`config.mk`:
```
export PLATFORM = sky130hd
export DESIGN_NAME = rgb565_raster_blit_core
export DESIGN_NICKNAME = d
export VERILOG_FILES = /design/src/rrb_pkg.sv /design/src/rgb565_raster_blit_core.sv /design/src/rrb_queue.sv /design/src/rrb_front.sv /design/src/rrb_back.sv
export SDC_FILE = /design/constraint.sdc
export NUM_CORES = 2
export LEC_CHECK = 0
export BUFFER_PORTS_ARGS = -buffer_cell sky130_fd_sc_hd__buf_4
export CORE_MARGIN = 4
export CORE_UTILIZATION = 38
export CTS_BUF_LIST = sky130_fd_sc_hd__clkbuf_8
export DETAILED_ROUTE_END_ITERATION = 8
export SLEW_MARGIN = 20
export SYNTH_ARGS = -nofsm -noshare
export SYNTH_HDL_FRONTEND = slang
export SYNTH_SLANG_ARGS = --single-unit
```
`constraint.sdc`:
```
create_clock -name clk -period 14.43 [get_ports clk]
set_clock_uncertainty 0.15 [all_clocks]
set_input_delay 1.443 -clock clk [delete_from_list [all_inputs] [get_ports clk]]
set_output_delay 1.443 -clock clk [all_outputs]
set_load 0.1 [all_outputs]
```
`src/rrb_pkg.sv`:
```
// ----------------------------------------------------------------------------
// rrb_pkg
// Shared types, register map and arithmetic helpers for the RGB565 blitter.
// ----------------------------------------------------------------------------
`default_nettype none

package rrb_pkg;

	// Fixed field widths
	localparam int PIX_BITS  = 16;
	localparam int OADDR_BITS = 20;
	localparam int GEOM_BITS = 13;
	localparam int WGT_BITS  = 7;

	// Defaults for the top-level parameters
	localparam int DEF_ADDR_BITS = 20;
	localparam int DEF_DIM_BITS  = 12;

	// Decoupling queue
	localparam int QUEUE_DEPTH = 4;
	localparam int QPTR_BITS   = 2;
	localparam int QCNT_BITS   = 3;

	// Register reset values
	localparam logic [GEOM_BITS-1:0] STRIDE_RST = 13'd640;
	localparam logic [GEOM_BITS-1:0] LEN_RST    = 13'd1;
	localparam logic [GEOM_BITS-1:0] CNT_RST    = 13'd1;

	// Blend weight saturation and reciprocal of 100 (floor(x*5243 >> 19) == x/100
	// for every x below 25600)
	localparam logic [WGT_BITS-1:0] WGT_FULL   = 7'd100;
	localparam logic [12:0]         DIV100_MUL = 13'd5243;
	localparam int                  DIV100_SHR = 19;

	typedef enum logic [1:0] {
		MODE_COPY  = 2'd0,
		MODE_KEY   = 2'd1,
		MODE_BLEND = 2'd2,
		MODE_XOR   = 2'd3
	} rop_mode_t;

	typedef enum logic [2:0] {
		REG_BLEND_MODE  = 3'd0,
		REG_KEY_COLOR   = 3'd1,
		REG_SEE_THROUGH = 3'd2,
		REG_DST_START   = 3'd3,
		REG_DST_STRIDE  = 3'd4,
		REG_ROW_LENGTH  = 3'd5,
		REG_ROW_COUNT   = 3'd6
	} reg_idx_t;

	typedef struct packed {
		logic [PIX_BITS-1:0] src_pixel;
		logic [PIX_BITS-1:0] dst_pixel;
	} req_item_t;

	typedef struct packed {
		logic [PIX_BITS-1:0]   out_pixel;
		logic                  write_enable;
		logic [OADDR_BITS-1:0] dst_addr;
		logic                  last;
	} res_item_t;

	// Front-end view of the configuration
	typedef struct packed {
		logic [OADDR_BITS-1:0] dst_start;
		logic [GEOM_BITS-1:0]  dst_stride;
		logic [GEOM_BITS-1:0]  row_length;
		logic [GEOM_BITS-1:0]  row_count;
		logic [PIX_BITS-1:0]   key_color;
	} walk_cfg_t;

	// Back-end view of the configuration
	typedef struct packed {
		rop_mode_t           mode;
		logic [WGT_BITS-1:0] weight;   // saturated to 100
	} rop_cfg_t;

	// Classified request as queued between front and back
	typedef struct packed {
		logic [PIX_BITS-1:0]   src_pixel;
		logic [PIX_BITS-1:0]   dst_pixel;
		logic                  key_hit;
		logic [OADDR_BITS-1:0] dst_addr;
		logic                  last;
	} entry_t;

	typedef struct packed {
		logic                 full;
		logic                 empty;
		logic [QCNT_BITS-1:0] count;
	} q_status_t;

	// floor(x / 100) for x < 25600
	function automatic logic [7:0] div100(input logic [14:0] x);
		logic [27:0] p;
		p = 28'(x) * 28'(DIV100_MUL);
		return p[DIV100_SHR+7:DIV100_SHR];
	endfunction

endpackage

`default_nettype wire

```
`src/rgb565_raster_blit_core.sv`:
```
// ----------------------------------------------------------------------------
// rgb565_raster_blit_core
// RGB565 raster-op blitter: walks a destination rectangle and produces one
// write request per source/destination pixel pair.
// ----------------------------------------------------------------------------
// Each request carries a source pixel and the destination pixel currently at
// the walked position; each result gives the pixel to write, a write enable,
// the destination address and a last-of-rectangle mark. The block sustains
// one request per clock while results are taken: the front end tags a
// request in the cycle it is accepted, a four-entry queue buffers it, and
// the back end's two register stages (channel products/sums, then
// divide-by-100, mode select and output register) each advance one request
// per clock unless the output holds a stalled result. Requests keep flowing
// while a result is stalled until the queue fills, so the input only stalls
// once four requests wait in the queue behind a held output (plus any
// request already in stage one). Modes: 0 copy, 1 color-keyed copy
// (write_enable low and destination pixel passed through on a key match),
// 2 percent blend with see_through (saturated at 100) as the weight of the
// old destination pixel, 3 XOR. Writing dst_start, dst_stride, row_length or
// row_count restarts the walk at the top-left corner; the other registers
// take effect on the next request. Program registers only while no request
// is in flight. Registers sit at byte address 4*index on the APB port.
// ----------------------------------------------------------------------------
`default_nettype none

module rgb565_raster_blit_core
	import rrb_pkg::*;
#(
	parameter int ADDR_BITS = DEF_ADDR_BITS,
	parameter int DIM_BITS  = DEF_DIM_BITS
) (
	input  wire logic        clk,
	input  wire logic        arst_n,
	// request channel
	input  wire logic        req_valid,
	output logic             req_stall,
	input  wire req_item_t   req_data,
	// result channel
	output logic             res_valid,
	input  wire logic        res_stall,
	output res_item_t        res_data,
	// APB configuration port
	input  wire logic        psel,
	input  wire logic        penable,
	input  wire logic        pwrite,
	input  wire logic [4:0]  paddr,
	input  wire logic [31:0] pwdata,
	output logic [31:0]      prdata,
	output logic             pready
);

	// Configuration registers
	rop_mode_t             blend_mode_q;
	logic [PIX_BITS-1:0]   key_color_q;
	logic [WGT_BITS-1:0]   see_through_q;
	logic [OADDR_BITS-1:0] dst_start_q;
	logic [GEOM_BITS-1:0]  dst_stride_q;
	logic [GEOM_BITS-1:0]  row_length_q;
	logic [GEOM_BITS-1:0]  row_count_q;

	logic      reg_wr;
	reg_idx_t  reg_idx;
	logic      restart;

	walk_cfg_t walk_cfg;
	rop_cfg_t  rop_cfg;

	logic      push, pop;
	entry_t    wr_entry, rd_entry;
	q_status_t q_status;

	assign pready  = 1'b1;
	assign reg_wr  = psel && penable && pwrite;
	assign reg_idx = reg_idx_t'(paddr[4:2]);

	// Geometry writes restart the walk
	always_comb begin
		case (reg_idx)
			REG_DST_START, REG_DST_STRIDE, REG_ROW_LENGTH, REG_ROW_COUNT: begin
				restart = reg_wr;
			end
			default: begin
				restart = 1'b0;
			end
		endcase
	end

	always_ff @(posedge clk or negedge arst_n) begin
		if (!arst_n) begin
			blend_mode_q  <= MODE_COPY;
			key_color_q   <= '0;
			see_through_q <= '0;
			dst_start_q   <= '0;
			dst_stride_q  <= STRIDE_RST;
			row_length_q  <= LEN_RST;
			row_count_q   <= CNT_RST;
		end else if (reg_wr) begin
			case (reg_idx)
				REG_BLEND_MODE:  blend_mode_q  <= rop_mode_t'(pwdata[1:0]);
				REG_KEY_COLOR:   key_color_q   <= pwdata[PIX_BITS-1:0];
				REG_SEE_THROUGH: see_through_q <= pwdata[WGT_BITS-1:0];
				REG_DST_START:   dst_start_q   <= pwdata[OADDR_BITS-1:0];
				REG_DST_STRIDE:  dst_stride_q  <= pwdata[GEOM_BITS-1:0];
				REG_ROW_LENGTH:  row_length_q  <= pwdata[GEOM_BITS-1:0];
				REG_ROW_COUNT:   row_count_q   <= pwdata[GEOM_BITS-1:0];
				default:         ;
			endcase
		end
	end

	// Register readback
	always_comb begin
		case (reg_idx)
			REG_BLEND_MODE:  prdata = 32'(blend_mode_q);
			REG_KEY_COLOR:   prdata = 32'(key_color_q);
			REG_SEE_THROUGH: prdata = 32'(see_through_q);
			REG_DST_START:   prdata = 32'(dst_start_q);
			REG_DST_STRIDE:  prdata = 32'(dst_stride_q);
			REG_ROW_LENGTH:  prdata = 32'(row_length_q);
			REG_ROW_COUNT:   prdata = 32'(row_count_q);
			default:         prdata = '0;
		endcase
	end

	// A dst_start write restarts the walk from the new corner at the same edge
	assign walk_cfg.dst_start  = (reg_wr && reg_idx == REG_DST_START) ?
	                             pwdata[OADDR_BITS-1:0] : dst_start_q;
	assign walk_cfg.dst_stride = dst_stride_q;
	assign walk_cfg.row_length = row_length_q;
	assign walk_cfg.row_count  = row_count_q;
	assign walk_cfg.key_color  = key_color_q;

	// Blend weight saturates at 100 percent
	assign rop_cfg.mode   = blend_mode_q;
	assign rop_cfg.weight = (see_through_q > WGT_FULL) ? WGT_FULL : see_through_q;

	rrb_front #(
		.ADDR_BITS (ADDR_BITS),
		.DIM_BITS  (DIM_BITS)
	) u_front (
		.clk       (clk),
		.arst_n    (arst_n),
		.restart   (restart),
		.cfg       (walk_cfg),
		.req_valid (req_valid),
		.req_data  (req_data),
		.req_stall (req_stall),
		.q_status  (q_status),
		.push      (push),
		.entry     (wr_entry)
	);

	rrb_queue u_queue (
		.clk      (clk),
		.arst_n   (arst_n),
		.push     (push),
		.wr_entry (wr_entry),
		.pop      (pop),
		.rd_entry (rd_entry),
		.status   (q_status)
	);

	rrb_back u_back (
		.clk       (clk),
		.arst_n    (arst_n),
		.cfg       (rop_cfg),
		.q_status  (q_status),
		.rd_entry  (rd_entry),
		.pop       (pop),
		.res_valid (res_valid),
		.res_stall (res_stall),
		.res_data  (res_data)
	);

`ifndef SYNTHESIS
	// Only keyed copy may suppress a write
	a_we_only_keyed: assert property (@(posedge clk) disable iff (!arst_n)
		(res_valid && !res_data.write_enable) |-> (blend_mode_q == MODE_KEY))
		else $error("write suppressed outside keyed mode");

	// Queue never overflows or underflows
	a_no_push_full: assert property (@(posedge clk) disable iff (!arst_n)
		push |-> !q_status.full)
		else $error("push into full queue");

	a_no_pop_empty: assert property (@(posedge clk) disable iff (!arst_n)
		pop |-> (q_status.count != '0))
		else $error("pop from empty queue");

	// A stalled result and a full queue stop the input on the next cycle
	a_backpressure: assert property (@(posedge clk) disable iff (!arst_n)
		(q_status.full && res_valid && res_stall) |=> req_stall)
		else $error("queue full but input not stalled");
`endif

endmodule

`default_nettype wire

```
`src/rrb_queue.sv`:
```
// ----------------------------------------------------------------------------
// rrb_queue
// Small FIFO that decouples the address walker from the raster-op pipeline.
// ----------------------------------------------------------------------------
`default_nettype none

module rrb_queue
	import rrb_pkg::*;
(
	input  wire logic      clk,
	input  wire logic      arst_n,
	input  wire logic      push,
	input  wire entry_t    wr_entry,
	input  wire logic      pop,
	output entry_t         rd_entry,
	output q_status_t      status
);

	entry_t               slot_q [QUEUE_DEPTH];
	logic [QPTR_BITS-1:0] wr_ptr_q;
	logic [QPTR_BITS-1:0] rd_ptr_q;
	logic [QCNT_BITS-1:0] count_q;

	always_ff @(posedge clk) begin
		if (push) begin
			slot_q[wr_ptr_q] <= wr_entry;
		end
	end

	always_ff @(posedge clk or negedge arst_n) begin
		if (!arst_n) begin
			wr_ptr_q <= '0;
			rd_ptr_q <= '0;
			count_q  <= '0;
		end else begin
			if (push) begin
				wr_ptr_q <= wr_ptr_q + QPTR_BITS'(1);
			end
			if (pop) begin
				rd_ptr_q <= rd_ptr_q + QPTR_BITS'(1);
			end
			case ({push, pop})
				2'b10:   count_q <= count_q + QCNT_BITS'(1);
				2'b01:   count_q <= count_q - QCNT_BITS'(1);
				default: count_q <= count_q;
			endcase
		end
	end

	assign rd_entry     = slot_q[rd_ptr_q];
	assign status.full  = (count_q == QCNT_BITS'(QUEUE_DEPTH));
	assign status.empty = (count_q == '0);
	assign status.count = count_q;

endmodule

`default_nettype wire

```
`src/rrb_front.sv`:
```
// ----------------------------------------------------------------------------
// rrb_front
// Accepts pixel requests, walks the destination rectangle and tags each
// request with its address, last mark and color-key match.
// ----------------------------------------------------------------------------
`default_nettype none

module rrb_front
	import rrb_pkg::*;
#(
	parameter int ADDR_BITS = DEF_ADDR_BITS,
	parameter int DIM_BITS  = DEF_DIM_BITS
) (
	input  wire logic      clk,
	input  wire logic      arst_n,
	input  wire logic      restart,
	input  wire walk_cfg_t cfg,
	input  wire logic      req_valid,
	input  wire req_item_t req_data,
	output logic           req_stall,
	input  wire q_status_t q_status,
	output logic           push,
	output entry_t         entry
);

	localparam int CmpBits  = (DIM_BITS + 1 > GEOM_BITS) ? DIM_BITS + 1 : GEOM_BITS;
	localparam int AExtBits = (ADDR_BITS > OADDR_BITS) ? ADDR_BITS : OADDR_BITS;
	localparam logic [CmpBits-1:0] DimMax = CmpBits'(1) << DIM_BITS;

	logic [DIM_BITS-1:0]  col_q;
	logic [DIM_BITS-1:0]  row_q;
	logic [ADDR_BITS-1:0] base_q;

	logic [CmpBits-1:0]   len_raw, cnt_raw, len_c, cnt_c;
	logic [CmpBits-1:0]   col_nxt, row_nxt;
	logic                 end_row, end_rect;
	logic [ADDR_BITS-1:0] addr;
	logic [AExtBits-1:0]  addr_ext;

	// Clamp dimensions to 1 .. 2^DIM_BITS
	always_comb begin
		len_raw = CmpBits'(cfg.row_length);
		cnt_raw = CmpBits'(cfg.row_count);
		if (len_raw == '0) begin
			len_c = CmpBits'(1);
		end else if (len_raw > DimMax) begin
			len_c = DimMax;
		end else begin
			len_c = len_raw;
		end
		if (cnt_raw == '0) begin
			cnt_c = CmpBits'(1);
		end else if (cnt_raw > DimMax) begin
			cnt_c = DimMax;
		end else begin
			cnt_c = cnt_raw;
		end
	end

	assign col_nxt  = CmpBits'(col_q) + CmpBits'(1);
	assign row_nxt  = CmpBits'(row_q) + CmpBits'(1);
	assign end_row  = (col_nxt >= len_c);
	assign end_rect = end_row && (row_nxt >= cnt_c);

	assign addr     = base_q + ADDR_BITS'(col_q);
	assign addr_ext = AExtBits'(addr);

	assign req_stall = q_status.full;
	assign push      = req_valid && !q_status.full;

	assign entry.src_pixel = req_data.src_pixel;
	assign entry.dst_pixel = req_data.dst_pixel;
	assign entry.key_hit   = (req_data.src_pixel == cfg.key_color);
	assign entry.dst_addr  = addr_ext[OADDR_BITS-1:0];
	assign entry.last      = end_rect;

	always_ff @(posedge clk or negedge arst_n) begin
		if (!arst_n) begin
			col_q  <= '0;
			row_q  <= '0;
			base_q <= '0;
		end else if (restart || (push && end_rect)) begin
			col_q  <= '0;
			row_q  <= '0;
			base_q <= ADDR_BITS'(cfg.dst_start);
		end else if (push && end_row) begin
			col_q  <= '0;
			row_q  <= row_q + DIM_BITS'(1);
			base_q <= base_q + ADDR_BITS'(cfg.dst_stride);
		end else if (push) begin
			col_q  <= col_q + DIM_BITS'(1);
		end
	end

endmodule

`default_nettype wire

```
`src/rrb_back.sv`:
```
// ----------------------------------------------------------------------------
// rrb_back
// Raster-op pipeline: weighted channel sums, divide by 100, mode select and
// the output register.
// ----------------------------------------------------------------------------
`default_nettype none

module rrb_back
	import rrb_pkg::*;
(
	input  wire logic      clk,
	input  wire logic      arst_n,
	input  wire rop_cfg_t  cfg,
	input  wire q_status_t q_status,
	input  wire entry_t    rd_entry,
	output logic           pop,
	output logic           res_valid,
	input  wire logic      res_stall,
	output res_item_t      res_data
);

	logic        adv;
	logic [6:0]  inv_w;
	logic [7:0]  sr, sg, sb, dr, dg, db;

	logic        valid_s1;
	entry_t      ent_s1;
	logic [14:0] sum_r_s1, sum_g_s1, sum_b_s1;

	logic [7:0]  qr, qg, qb;
	logic [PIX_BITS-1:0] blend_pix;
	res_item_t   res_nxt;
	logic        res_valid_q;
	res_item_t   res_q;

	// Whole pipeline moves unless the output holds a stalled result
	assign adv = !res_valid_q || !res_stall;
	assign pop = !q_status.empty && adv;

	// Channels widened to 8 bits with zero low bits
	assign sr = {rd_entry.src_pixel[15:11], 3'b000};
	assign sg = {rd_entry.src_pixel[10:5],  2'b00};
	assign sb = {rd_entry.src_pixel[4:0],   3'b000};
	assign dr = {rd_entry.dst_pixel[15:11], 3'b000};
	assign dg = {rd_entry.dst_pixel[10:5],  2'b00};
	assign db = {rd_entry.dst_pixel[4:0],   3'b000};
	assign inv_w = WGT_FULL - cfg.weight;

	always_ff @(posedge clk or negedge arst_n) begin
		if (!arst_n) begin
			valid_s1 <= 1'b0;
		end else if (adv) begin
			valid_s1 <= pop;
		end
	end

	always_ff @(posedge clk) begin
		if (pop) begin
			ent_s1   <= rd_entry;
			sum_r_s1 <= 15'(sr) * 15'(inv_w) + 15'(dr) * 15'(cfg.weight);
			sum_g_s1 <= 15'(sg) * 15'(inv_w) + 15'(dg) * 15'(cfg.weight);
			sum_b_s1 <= 15'(sb) * 15'(inv_w) + 15'(db) * 15'(cfg.weight);
		end
	end

	assign qr = div100(sum_r_s1);
	assign qg = div100(sum_g_s1);
	assign qb = div100(sum_b_s1);
	assign blend_pix = {qr[7:3], qg[7:2], qb[7:3]};

	always_comb begin
		res_nxt.write_enable = 1'b1;
		res_nxt.dst_addr     = ent_s1.dst_addr;
		res_nxt.last         = ent_s1.last;
		case (cfg.mode)
			MODE_COPY: begin
				res_nxt.out_pixel = ent_s1.src_pixel;
			end
			MODE_KEY: begin
				if (ent_s1.key_hit) begin
					res_nxt.out_pixel    = ent_s1.dst_pixel;
					res_nxt.write_enable = 1'b0;
				end else begin
					res_nxt.out_pixel = ent_s1.src_pixel;
				end
			end
			MODE_BLEND: begin
				res_nxt.out_pixel = blend_pix;
			end
			MODE_XOR: begin
				res_nxt.out_pixel = ent_s1.src_pixel ^ ent_s1.dst_pixel;
			end
			default: begin
				res_nxt.out_pixel = ent_s1.src_pixel;
			end
		endcase
	end

	always_ff @(posedge clk or negedge arst_n) begin
		if (!arst_n) begin
			res_valid_q <= 1'b0;
		end else if (adv) begin
			res_valid_q <= valid_s1;
		end
	end

	always_ff @(posedge clk) begin
		if (adv && valid_s1) begin
			res_q <= res_nxt;
		end
	end

	assign res_valid = res_valid_q;
	assign res_data  = res_q;

endmodule

`default_nettype wire

```
# Yosys cells after proc, flatten, opt, wreduce, memory -nomap -nowiden
# Memory sizes are Yosys's and may differ from the RTL's.
# Cells that the tools add are included.
# totals
register_bits	274
mem_bits_rw	216
inputBits	76
out_inout_bits	73
wordCells	122
n_memories	1
# mem_list
memory	depth	word_bits	rd	rd_clocked_by_memory_dff	wr	line	rtl
u_queue.slot_q	4	54	1	0	1	rrb_queue.sv:19	entry_t slot_q [QUEUE_DEPTH];
# op_classes
add_sub_neg	14
multipliers	9
n_lt_le_gt_ge	5
eq_ne	13
mux	21
n_bitwise	1
reduce_logical	31
# ops
operator	count
$pmux 20 s7	1
$mul 15x13->27 const B	3
$pmux 16 s4	1
$mux 12	5
$mux 20	3
$mux 13	4
$mul 5x7->12	4
$add 15x15->15	3
$add 12x1->13 const B	2
$ge 13x13->1	2
$gt 13x13->1 const B	2
$logic_not 13->1	2
$mul 6x7->13	2
$add 12x1->12 const B	2
$add 20x12->20	1
$add 20x13->20	1
$eq 16x16->1	1
$mux 16	1
$xor 16x16->16	1
$reduce_and 2->1	7
$eq 3x3->1 const B	4
$logic_and 1x1->1	9
$gt 7x7->1 const B	1
$mux 7	1
17 further kinds	31

# Depth between registers and ports, before layout
# logic_depth
depth_word	8
depth_mapped	29
mapped_depth_nobuf	26

# Cells and area by module
# Synthesis repeated with hierarchy kept, for this count alone.
# unflattened
hier_cells	3395
hier_area_um2	38538.2
# modules_own_cells
module	instances	cells_per_inst	area_each_um2	seq_area_each_um2
rrb_back	1	2189	21465.6	3923.8
rrb_queue	1	319	8190.4	6661.4
rrb_front	1	577	4748.3	1101.1
rgb565_raster_blit_core	1	310	4134.0	2107.0

# Worst setup path before layout
# OpenSTA, ideal clock, no wires.
# synth_path
path_type	input to register
start	input res_stall
end	register u_queue.count_q[2]
setup_ps	79
t_arrival_ps	7474
t_required_ps	14201
slack_ps	6727
cell_stages	7
n_path_buf	0
path_cell_list	a21oi_1 > ha_1 > inv_1 > fa_1 > xor2_1 > nor2_1 > xor2_1
# synth_via
elab_chain_len	5
word_cells_on_any_way	7
cone_classes	eq/ne: 2; mux: 1; reduce/logical: 4
# synth_rtl
element	line	rtl
from (decl)	rgb565_raster_blit_core.sv:40	input wire logic res_stall,
$logic_not 1->1 (*)	rrb_back.sv:37	assign adv = !res_valid_q || !res_stall;
$logic_or 1x1->1 (*)	rrb_back.sv:37	
$logic_and 1x1->1 (*)	rrb_back.sv:38	assign pop = !q_status.empty && adv;
$eq 2x1->1 or $eq 2x2->1 (tied branches)	rrb_queue.sv:42	case ({push, pop})
$pmux 3 s2 or $reduce_bool 2->1 (tied branches)	n/a	
to (signal assigned)	rrb_queue.sv:43	2'b10: count_q <= count_q + QCNT_BITS'(1);
to (signal assigned)	rrb_queue.sv:44	2'b01: count_q <= count_q - QCNT_BITS'(1);
to (signal assigned)	rrb_queue.sv:45	default: count_q <= count_q;
to (decl)	rrb_queue.sv:22	logic [QCNT_BITS-1:0] count_q;
# Every way passes the cells marked *; elsewhere a longest branch is shown, timed or not.
# A chain may end at the register's enable or synchronous reset.

# Worst setup path in the final report
# layout_path
start	register see_through_q[1]
end	register u_back.sum_r_s1[13] (data pin)
# layout_via
elab_chain_len	5
word_cells_on_any_way	6
cone_classes	add/sub: 2; mul: 2; order compare: 1; mux: 1
# layout_rtl
element	line	rtl
from (decl)	rgb565_raster_blit_core.sv:55	logic [WGT_BITS-1:0] see_through_q;
from (signal assigned)	rgb565_raster_blit_core.sv:101	REG_SEE_THROUGH: see_through_q <= pwdata[WGT_BITS-1:0];
$gt 7x7->1	rgb565_raster_blit_core.sv:135	assign rop_cfg.weight = (see_through_q > WGT_FULL) ? WGT_FULL : see_through_q;
$mux 7 (*)	rgb565_raster_blit_core.sv:135	
$sub 7x7->7	rrb_back.sv:47	assign inv_w = WGT_FULL - cfg.weight;
$mul 5x7->12	rrb_back.sv:60	sum_r_s1 <= 15'(sr) * 15'(inv_w) + 15'(dr) * 15'(cfg.weight);
$add 15x15->15 (*)	rrb_back.sv:60	
to (signal assigned)	rrb_back.sv:60	
to (decl)	rrb_back.sv:28	logic [14:0] sum_r_s1, sum_g_s1, sum_b_s1;
# Marked as above.

==> qor.txt <==
residual antenna-violating net count after detailed routing: 0
number of levels the H-tree was split into: 3
starting utilization of the core area: 0.385
Mapped Cells: 3466
via count of the first global-routing pass: 26.0k
fin nets: 4438
number of cells on the worst reg-to-reg path: 24
vias per cell: 5.11
Core Util, Final: 0.428
beginning of the worst register-to-register path: see_through_q[1]$_DFFE_PN0P_
post-synthesis register bit count: 482
Yosys top cell by area: sky130_fd_sc_hd__edfxtp_1
# rows: 115
number of hold-repair buffers added at the cts stage: 0
maximum fanout count along the critical path: 15
clock tree root driver cell: sky130_fd_sc_hd__clkbuf_8
data required time of the worst path: 14700 ps
Die Y: 325 µm
Post-Place Worst Slack: 6570 ps
clock net sink count: 482
total gr overflow: 0
fraction of final layout cells sized beyond drive strength 1: 0.121
Area Growth Syn to Fin: 11.0%
via count: 25.4k
aggregate routed wire length: 93200 µm
buffer depth of the longest clock path: 3
share of the clock period used by the worst path: 0.550
quantity of gates resized following cts: 0
detailed-routing iteration count for the pre-antenna-repair pass: 5
most frequently used cell type in the post-synthesis netlist: sky130_fd_sc_hd__inv_1
buffer count from post-CTS setup fixing: 0
worst setup slack for register-to-register paths: 6500 ps
Clock Latency Late Sink: 740 ps
Slew Limit Headroom: 0.290
result of the run: finished clean
post-synthesis sequential area ratio: 0.362
max-cap violations: 0
number of fill cells in the layout: 9521
Top-Level Pins: 149
routed length on met2: 44900 µm
worst min-delay path category: reg -> reg
violation count after the first detailed-route iteration: 1531
largest cells by area after synthesis: sky130_fd_sc_hd__edfxtp_1, sky130_fd_sc_hd__ha_1, sky130_fd_sc_hd__fa_1, sky130_fd_sc_hd__dfrtp_1, sky130_fd_sc_hd__inv_1
highest achievable clock rate: 126 MHz
top cells by count, synth: sky130_fd_sc_hd__inv_1, sky130_fd_sc_hd__ha_1, sky130_fd_sc_hd__edfxtp_1
Final HPWL DP: 70300 µm
top layer in use: met5
fraction of registers with async set or reset after synthesis: 0.284
number of cells on the worst hold path: 0
class of the most critical setup path: reg -> reg
endpoint class of the critical path: flop
Final Setup Violations: 0
CP startpoint kind: flop
number of synthesized flops with an enable pin: 345
routability congestion estimate from global placement: 0.871
horizontal die dimension: 325 µm
warning count from the yosys run: 0
Buffers on Ports: 121
global-route wire length before repair: 148000 µm
number of distinct library cell variants in the gate-level netlist after synthesis: 77
combined area of all synthesized cells: 38200 µm²
Hold Crit Endpoint: u_back.res_data[7]$_DFFE_PP_
number of antenna violations at the first check in global routing: 11
post-synthesis average cell area: 11.0 µm²
endpoint of the worst register-to-register path: u_back.sum_r_s1[13]$_DFFE_PP_
detail-routed net length per standard cell: 18.7 µm
TritonCTS clock tree: done
minimum period implied by the final worst setup slack: 7930 ps
GR Util All Layers: 0.177
Post-Route Setup TNS: 0 ps
number of buffers created by CTS: 88
post-route worst setup slack: 6500 ps
RSZ-0062 raised after global routing: false
Reg clk slew, reported paths: 60 ps
final-report hold violation count: 0
area post-placement: 40600 µm²
drt drc: 0
placeable core area: 99000 µm²
start point of the worst hold path: u_back.ent_s1[7]$_DFFE_PP_
pin slew with the least headroom to its limit: 1060 ps
floorplan die area: 106000 µm²
dominant synthesized flop cell: sky130_fd_sc_hd__edfxtp_1
post-synth top area share: 0.272
met1 WL: 40700 µm
max-slew violations: 0
largest net degree at the start of global routing: 74
Final Instance Area: 42300 µm²
Worst EP arrival: 8200 ps
Met3 Routed Length: 5040 µm
-- placed cells by master, fill, tap and decap left out, types with 14 or more instances in the layout --
| cell | n |
|---|---|
| sky130_fd_sc_hd__a211oi_1 | 19 |
| sky130_fd_sc_hd__and2_1 | 22 |
| sky130_fd_sc_hd__nand3_1 | 54 |
| sky130_fd_sc_hd__nor2_1 | 223 |
| sky130_fd_sc_hd__a31oi_1 | 14 |
| sky130_fd_sc_hd__o21ai_0 | 87 |
| sky130_fd_sc_hd__fa_1 | 264 |
| sky130_fd_sc_hd__o211ai_1 | 15 |
| sky130_fd_sc_hd__nor2b_1 | 39 |
| sky130_fd_sc_hd__nor3_1 | 40 |
| sky130_fd_sc_hd__a21oi_1 | 129 |
| sky130_fd_sc_hd__xnor2_1 | 119 |
| sky130_fd_sc_hd__mux2_2 | 108 |
| sky130_fd_sc_hd__ha_1 | 477 |
| sky130_fd_sc_hd__and3_1 | 67 |
| sky130_fd_sc_hd__xor2_1 | 55 |
| sky130_fd_sc_hd__a21o_1 | 33 |
| sky130_fd_sc_hd__o21ai_1 | 28 |
| sky130_fd_sc_hd__clkbuf_8 | 92 |
| sky130_fd_sc_hd__mux4_2 | 39 |
| sky130_fd_sc_hd__buf_4 | 150 |
| sky130_fd_sc_hd__edfxtp_1 | 345 |
| sky130_fd_sc_hd__nand2b_1 | 29 |
| sky130_fd_sc_hd__dfrtp_1 | 131 |
| sky130_fd_sc_hd__a22oi_1 | 19 |
| sky130_fd_sc_hd__nand2_1 | 218 |
| sky130_fd_sc_hd__nor4_1 | 14 |
| sky130_fd_sc_hd__inv_1 | 580 |
| sky130_fd_sc_hd__mux2i_1 | 36 |
| sky130_fd_sc_hd__o21a_1 | 14 |
-- how the worst max path moves through the flow --
stage	from	to	slack, ps	cells after the start
after floorplan	res_stall	u_queue.count_q[2]$_DFFE_PN0P_	6730	7
after detailed placement	see_through_q[1]$_DFFE_PN0P_	u_back.sum_r_s1[13]$_DFFE_PP_	6570	24
after global placement	see_through_q[1]$_DFFE_PN0P_	u_back.sum_r_s1[13]$_DFFE_PP_	6650	24
final	see_through_q[1]$_DFFE_PN0P_	u_back.sum_r_s1[13]$_DFFE_PP_	6500	24
after global routing	see_through_q[1]$_DFFE_PN0P_	u_back.sum_r_s1[13]$_DFFE_PP_	6090	24
after CTS	see_through_q[1]$_DFFE_PN0P_	u_back.sum_r_s1[13]$_DFFE_PP_	6530	24
-- critical path, stage by stage (launching register included) --
cell	delay (ps)
sky130_fd_sc_hd__dfrtp_1	730
sky130_fd_sc_hd__o21ai_1	220
sky130_fd_sc_hd__a21oi_1	250
sky130_fd_sc_hd__nor2b_1	70
sky130_fd_sc_hd__buf_4	190
sky130_fd_sc_hd__inv_1	520
sky130_fd_sc_hd__ha_1	450
sky130_fd_sc_hd__inv_1	480
sky130_fd_sc_hd__nor2_1	150
sky130_fd_sc_hd__fa_1	530
sky130_fd_sc_hd__fa_1	550
sky130_fd_sc_hd__inv_1	60
sky130_fd_sc_hd__fa_1	530
sky130_fd_sc_hd__inv_1	40
sky130_fd_sc_hd__ha_1	330
sky130_fd_sc_hd__and3_1	180
sky130_fd_sc_hd__a221o_1	340
sky130_fd_sc_hd__or4_1	440
sky130_fd_sc_hd__and2_2	200
sky130_fd_sc_hd__xor2_1	160
sky130_fd_sc_hd__ha_1	380
sky130_fd_sc_hd__nor2_1	70
sky130_fd_sc_hd__mux2_2	260
sky130_fd_sc_hd__a311oi_1	230
sky130_fd_sc_hd__o211ai_1	120
-- flip-flops by register name, summed over array words and instances (netlist names), 13 cells and up --
register         flops
u_queue.slot_q     216
u_back.ent_s1       54
u_back.res_data     38
dst_start_q         20
u_front.base_q      20
key_color_q         16
dst_stride_q        13
row_count_q         13
row_length_q        13
u_back.sum_g_s1     13
-- cell families (layout without fill, tap and decap cells) --
kind of cell | count (synthesis) | in the layout | share of synthesized area
buf+inv | 649 | 860 | 0.0657
other cells | 2 | 19 | 0.000197
mux | 183 | 183 | 0.0643
compound gates | 465 | 465 | 0.0779
xor+xnor | 175 | 175 | 0.0405
fa+ha+maj | 741 | 741 | 0.295
flops | 482 | 482 | 0.362
simple gates | 769 | 769 | 0.0948
-- through the flow --
step	std cells	hold WS [ps]
2_1_floorplan	3477	250
3_3_place_gp	4818	256
3_5_place_dp	4818	255
4_1_cts	4975	271
5_1_grt	4976	280
6_report	4981	270
-- routing by layer --
| layer | up-vias | GRT usage |
|---|---|---|
| met5 | - | 0 |
| li1 | 12200 | - |
| met4 | 6 | 0.0516 |
| met3 | 143 | 0.0299 |
| met2 | 567 | 0.304 |
| met1 | 12500 | 0.231 |
-- cell type report --
class | instances | area (µm²) | share of cell area
tap | 1287 | 1610 | 0.0380
antenna | 6 | 15.0 | 0.000355
multi-input combinational | 2346 | 22000 | 0.518
clock buffer | 92 | 1270 | 0.0299
sequential | 482 | 13800 | 0.326
inverter | 552 | 2070 | 0.0489
timing repair buffer | 151 | 1140 | 0.0269
clock inverter | 65 | 485 | 0.0115
Power is left out: the tool's default activity adds up to more than one toggle a clock period on the data nets, which glitch-free logic cannot reach.
